$ cat src/hdl/gchlp_pkg.sv
// ----------------------------------------------------------------------------
// gchlp_pkg
// Shared types and constants for the group-count hash table with linear
// probing between buckets.
// ----------------------------------------------------------------------------
package gchlp_pkg;

   localparam int BKT_W       = 3;
   localparam int LANE_W      = 4;
   localparam int NUM_BUCKETS = 1 << BKT_W;
   localparam int LANES       = 1 << LANE_W;
   localparam int KEY_W       = 32;
   localparam int CNT_W       = 32;

   localparam logic [CNT_W-1:0] COUNT_MAX = '1;

   typedef enum logic [1:0] {
      ST_UPDATED  = 2'd0,
      ST_INSERTED = 2'd1,
      ST_FULL     = 2'd2,
      ST_ZERO     = 2'd3
   } status_type;

   typedef logic [LANES-1:0][KEY_W-1:0] key_row_type;
   typedef logic [LANES-1:0][CNT_W-1:0] cnt_row_type;

   // controller to datapath
   typedef struct packed {
      logic load;
      logic rd;
      logic eval;
      logic reject;
   } ctl_cmd_type;

   // datapath to controller
   typedef struct packed {
      logic key_zero;
      logic found;
      logic last_try;
   } dp_sts_type;

endpackage

$ cat src/hdl/gchlp_ctrl.sv
// ----------------------------------------------------------------------------
// gchlp_ctrl
// Sequencer for the probe loop: read a bucket, evaluate it, finish or move on.
// ----------------------------------------------------------------------------
module gchlp_ctrl (
   input  logic                     clock,
   input  logic                     reset,
   input  logic                     start,
   output logic                     busy,
   output logic                     rsp_valid,
   output gchlp_pkg::ctl_cmd_type   cmd,
   input  gchlp_pkg::dp_sts_type    sts
);
   import gchlp_pkg::*;

   typedef enum logic [1:0] {
      S_IDLE,
      S_READ,
      S_EVAL
   } state_type;

   state_type state_ff;
   logic      busy_ff;
   logic      rsp_valid_ff;

   always_comb begin
      cmd.load   = (state_ff == S_IDLE) && start;
      cmd.rd     = (state_ff == S_READ) && !sts.key_zero;
      cmd.reject = (state_ff == S_READ) && sts.key_zero;
      cmd.eval   = (state_ff == S_EVAL);
   end

   always_ff @(posedge clock) begin
      if (reset) begin
         state_ff     <= S_IDLE;
         busy_ff      <= 1'b0;
         rsp_valid_ff <= 1'b0;
      end else begin
         rsp_valid_ff <= 1'b0;
         unique case (state_ff)
            S_IDLE: begin
               if (start) begin
                  state_ff <= S_READ;
                  busy_ff  <= 1'b1;
               end
            end
            S_READ: begin
               if (sts.key_zero) begin
                  state_ff     <= S_IDLE;
                  busy_ff      <= 1'b0;
                  rsp_valid_ff <= 1'b1;
               end else begin
                  state_ff <= S_EVAL;
               end
            end
            S_EVAL: begin
               if (sts.found || sts.last_try) begin
                  state_ff     <= S_IDLE;
                  busy_ff      <= 1'b0;
                  rsp_valid_ff <= 1'b1;
               end else begin
                  state_ff <= S_READ;
               end
            end
            default: begin
               state_ff <= S_IDLE;
               busy_ff  <= 1'b0;
            end
         endcase
      end
   end

   assign busy      = busy_ff;
   assign rsp_valid = rsp_valid_ff;

endmodule

$ cat config.mk
export PLATFORM = sky130hd
export DESIGN_NAME = gchlp_ctrl
export DESIGN_NICKNAME = d
export VERILOG_FILES = /design/src/hdl/gchlp_pkg.sv /design/src/hdl/gchlp_ctrl.sv
export SDC_FILE = /design/constraint.sdc
export NUM_CORES = 1
export LEC_CHECK = 0
export ABC_AREA = 1
export BUFFER_PORTS_ARGS = -buffer_cell sky130_fd_sc_hd__buf_2
export CORE_AREA = 2 2 39 41
export CTS_CLUSTER_DIAMETER = 100
export DETAILED_ROUTE_END_ITERATION = 10
export DIE_AREA = 0 0 41 43
export RECOVER_POWER = 50
export SYNTH_ARGS = -nofsm -noshare
export SYNTH_HDL_FRONTEND = slang
export SYNTH_SLANG_ARGS = --single-unit
$ cat constraint.sdc
create_clock -name clock -period 1.7 [get_ports clock]
set_clock_uncertainty 0.1 [all_clocks]
set_input_delay 0.255 -clock clock [delete_from_list [all_inputs] [get_ports clock]]
set_output_delay 0.255 -clock clock [all_outputs]
set_load 0.01 [all_outputs]
* Yosys cells after proc, flatten, opt, wreduce, memory -nomap -nowiden
Index checks and enable logic that the tools add are counted.
** Storage, ports and cells
- Bits in registers :: 4
- Word-level logic and storage cells :: 26
** Operators by class
- Equality and inequality tests :: 5
- Multiplexer cells :: 11
- Reductions and logical operators :: 7
** Operator list (number)
- two-way mux 1 bit :: 6
- case mux 2 bit (3 select lines) :: 1
- two-way mux 2 bit :: 2
- != test 2 bit (second input constant) :: 2
- logical AND 1 bit :: 3
- case mux 1 bit (3 select lines) :: 1
- AND reduction 3 bit :: 1
- equality test 2 x 1 -> 1 bit (second input constant) :: 1
- equality test 2 bit (second input constant) :: 1
- logical NOT 2 bit :: 1
- != test 2 x 1 -> 1 bit (second input constant) :: 1
- case mux 1 bit (2 select lines) :: 1
- logical NOT 1 bit :: 1
- logical OR 1 bit :: 1

* Logic depth before layout (Yosys ltp)
- Depth in word-level cells :: 3
- Mapped depth :: 7
- Mapped depth without buffers :: 7

* Worst setup path after synthesis
OpenSTA, ideal clock, no wires.
- Kind :: register to register
- Start point :: register state_ff[0]
- End point :: register busy_ff (netlist: busy)
- Setup time :: 114 ps
- Data arrival time :: 968 ps
- Path slack :: 518 ps
- Cell stages (with the launch flop) :: 8
- Path buffers :: 0
- Period minus slack after synthesis :: 1182 ps
- Path through :: dfxtp_1 > inv_1 > ha_1 > inv_1 > nor2_1 > nor2_2 > nor2_1 > nor2_1
** RTL lines
- start, declared :: RTL line gchlp_ctrl.sv:22 : state_type state_ff;
- start signal, assigned :: RTL line gchlp_ctrl.sv:35 : state_ff <= S_IDLE;
- start signal, assigned :: RTL line gchlp_ctrl.sv:43 : state_ff <= S_READ;
- start signal, assigned :: RTL line gchlp_ctrl.sv:49 : state_ff <= S_IDLE;
- end signal, assigned :: RTL line gchlp_ctrl.sv:36 : busy_ff <= 1'b0;
- end signal, assigned :: RTL line gchlp_ctrl.sv:44 : busy_ff <= 1'b1;
- end signal, assigned :: RTL line gchlp_ctrl.sv:50 : busy_ff <= 1'b0;
- end, declared :: RTL line gchlp_ctrl.sv:23 : logic busy_ff;

==> results.md <==
- Run status: completed
- Synth cell types: 11
- Count of yosys warnings during synthesis: 0
- Global route overflow: 0
- Share of the clock period used by the worst path after layout: 89.50%
- Detailed-route DRC error count: 0
- Number of placed cells counting well taps: approximately 70
- Sum of net half-perimeters after detailed placement: ~450 µm
- Reg-to-reg endpoint: busy
- Startpoint class of the critical path: register
- Routability Congestion: 0.7409
- Clock insertion delay at the later pin of the skew report: between 200 and 250 ps
- Clk buf depth: 2
- Power per Cell Area: 929.0 mW/mm²
- # hold bufs at CTS: 0
- Final count of pins violating max slew: 0
- Worst-path cell chain: inv_1 > ha_1 > nand2_1 > inv_1 > buf_2
- Largest fanout of any net on the critical path: 4
- Crit path max-delay cell type: dfxtp_1
- Syn Nets: 55
- Antenna diodes: 0
- Crit path required time: 1340 ps
- Hold Startpoint: reset
- Transition time at the pin with the least slew margin: approximately 170 ps
- Most common library cell in the layout ignoring fill and taps: inv_1
- Clock root buffer: clkbuf_4
- Core Box Area: 0.001384 mm²
- Post-DR wirelength/cell: about 7.1 µm
- Width of the chip: 41 µm
- Post-synthesis average cell area: 6.796 µm²
- End-of-flow core utilization: 28.30%
- TritonCTS clock tree: yes
- Start point of the critical path: state_ff[1]
- All-layer global routing usage: 7.121%
- Critical Setup Path Class: reg2out
- Via count of the routed design: 261
- Number of cells on the worst hold path: 3
- RSZ-0062 raised after global routing: false
- Share of post-route cells with drive strength above 1: 25.86%
- VDD IR max: 0.0002825 V
- Post-route insts no fill: 74
- Data arrival time at the worst-slack endpoint: around 1200 ps
- Post-layout net count: 71
- Crit path buffers/inverters: 3
- P_leak: 0.2434 nW
- Pin count of the biggest net entering global routing: 6
- Number of clock buffers inserted by TritonCTS: 3
- Proportion of synthesized chip area in sequential cells: a little over a quarter
- Count of input and output buffers: 11
- Minimum period implied by the final worst setup slack: 1521 ps
- Relative slew margins: 88.79%
- Growth of design area from synthesis to finish: 30.96%
- Number of buffers inserted by post-CTS setup repair: 0
- Final count of hold timing violations: 0
- Setup_tns: 0 ps
- Total die area: around 0.0018 mm²
- Worst-case register-to-register setup slack: 410 ps
- Max Clk Rate: 657.3 MHz
- Routed Antenna Nets: 0
- Path depth of the worst reg2reg path: 6
- Number of search-and-repair iterations in the first detailed-routing pass: 3
- Vias in the first global route: 205
- Die span in y: 43 µm
- Number of cells produced by synthesis: 44
- Number of vias per cell after detailed routing: 3.527
- Hold/Removal Path Class: in2reg
- Endpoints failing setup: 0
- Most common cell on crit path: inv_1
- Ports placed on the boundary: 12
- Post-CTS clock slew at the launch and capture registers of the worst setup and hold paths: 40 ps
- FF+latch count, synth: 4
- Crit path max-delay family: flip-flops
- Area of the mapped netlist: between 200 and 300 µm²
- Cells resized by post-CTS repair: 0
- Capturing element type of the critical path: output pin
- Final wirelength: 528 µm
- H-tree levels: 1
- Count of max-cap constraint violations: 0
- Violation count after the first detailed-routing iteration: 4
- Crit Reg-Reg Startpoint: state_ff[0]
- Standard-cell rows: 14
- Leading cell types in the layout, fill and taps excluded: 13 x inv_1, 9 x nand2_1, 9 x buf_2
- Slowest Stage Delay on Critical Path: about 360 ps
- Global-route wire length before repair: approximately 770 µm
- Starting Density: 21.61%
- Hold Path Sink: busy
- Power consumption: 0.0003638 W
- Sinks on the clock net: 4
- Initial antenna violation count: 0
-- stage by stage --
stage	area (µm²)	hold slack [ps]	worst slack (ps)
after global placement	374.1	364.8	415.1
after global routing	391.6	187.2	95.13
final	391.6	181.7	178.6
after detailed placement	374.1	366.9	405.3
after floorplan	299.0	311.0	518.4
after CTS	396.6	175.2	149.0
-- worst register-to-register path, stage by stage, from the launching register on --
cell	delay [ps]
dfxtp_1	360
inv_1	90
ha_1	220
nand2_1	160
nand2_2	90
o21bai_1	130
nor2_1	40
-- metal layers --
layer | share of wire, % | wire length [µm] | track usage [%]
met1 | 47 | 250 | 7.692
met2 | 43 | 226 | 9.063
met3 | 9.8 | 52 | 7.853
met4 | 0 | 0 | 2.000
met5 | 0 | 0 | 0
-- cell type report --
type / count / area (µm²)
flip-flops and latches: 4 / 80.08
clock buffers: 3 / 22.52
multi-input cells: 27 / 167.7
repair buffers: 11 / 52.55
inverters: 13 / 48.80
fillers: 164 / 992.2
well taps: 16 / 20.02
-- power by group --
part / leakage (nW) / internal, W / switching (W)
clock network: 0.0138 / 0.0000787 / 0.0000356
registers: 0.0330 / 0.000110 / 0.0000104
logic: 0.197 / 0.0000530 / 0.0000764
-- how the worst max path moves through the flow --
stage	endpoint	slack (ps)	cells past startpoint
floorplan	busy	520	7
global route	cmd[0]	100	5
finish	cmd[0]	180	5
CTS	cmd[0]	150	5
detailed placement	cmd[0]	410	5
global placement	cmd[0]	420	5
-- cell usage after synthesis (all sizes together) --
cell | number | area, µm²
dfxtp | 4 | 80.08
a21oi | 3 | 15.01
nand2 | 11 | 53.80
o21bai | 1 | 7.510
ha | 5 | 62.56
nor2 | 5 | 21.27
inv | 13 | 48.80
o21ai | 2 | 10.01
-- cell families (layout without fill, tap and decap cells) --
family | Yosys count | count (layout) | synth area share [%]
and+or+nand+nor | 16 | 16 | 25.10
AOI/OAI and AO/OA | 6 | 6 | 10.88
adders and majority gates | 5 | 5 | 20.92
buffers and inverters | 13 | 27 | 16.32
DFF | 4 | 4 | 26.78
-- registers in the layout, summed over array words and instances (netlist names) --
register,cells
state_ff,2
rsp_valid,1
busy,1
(Power assumes the default switching activity.)
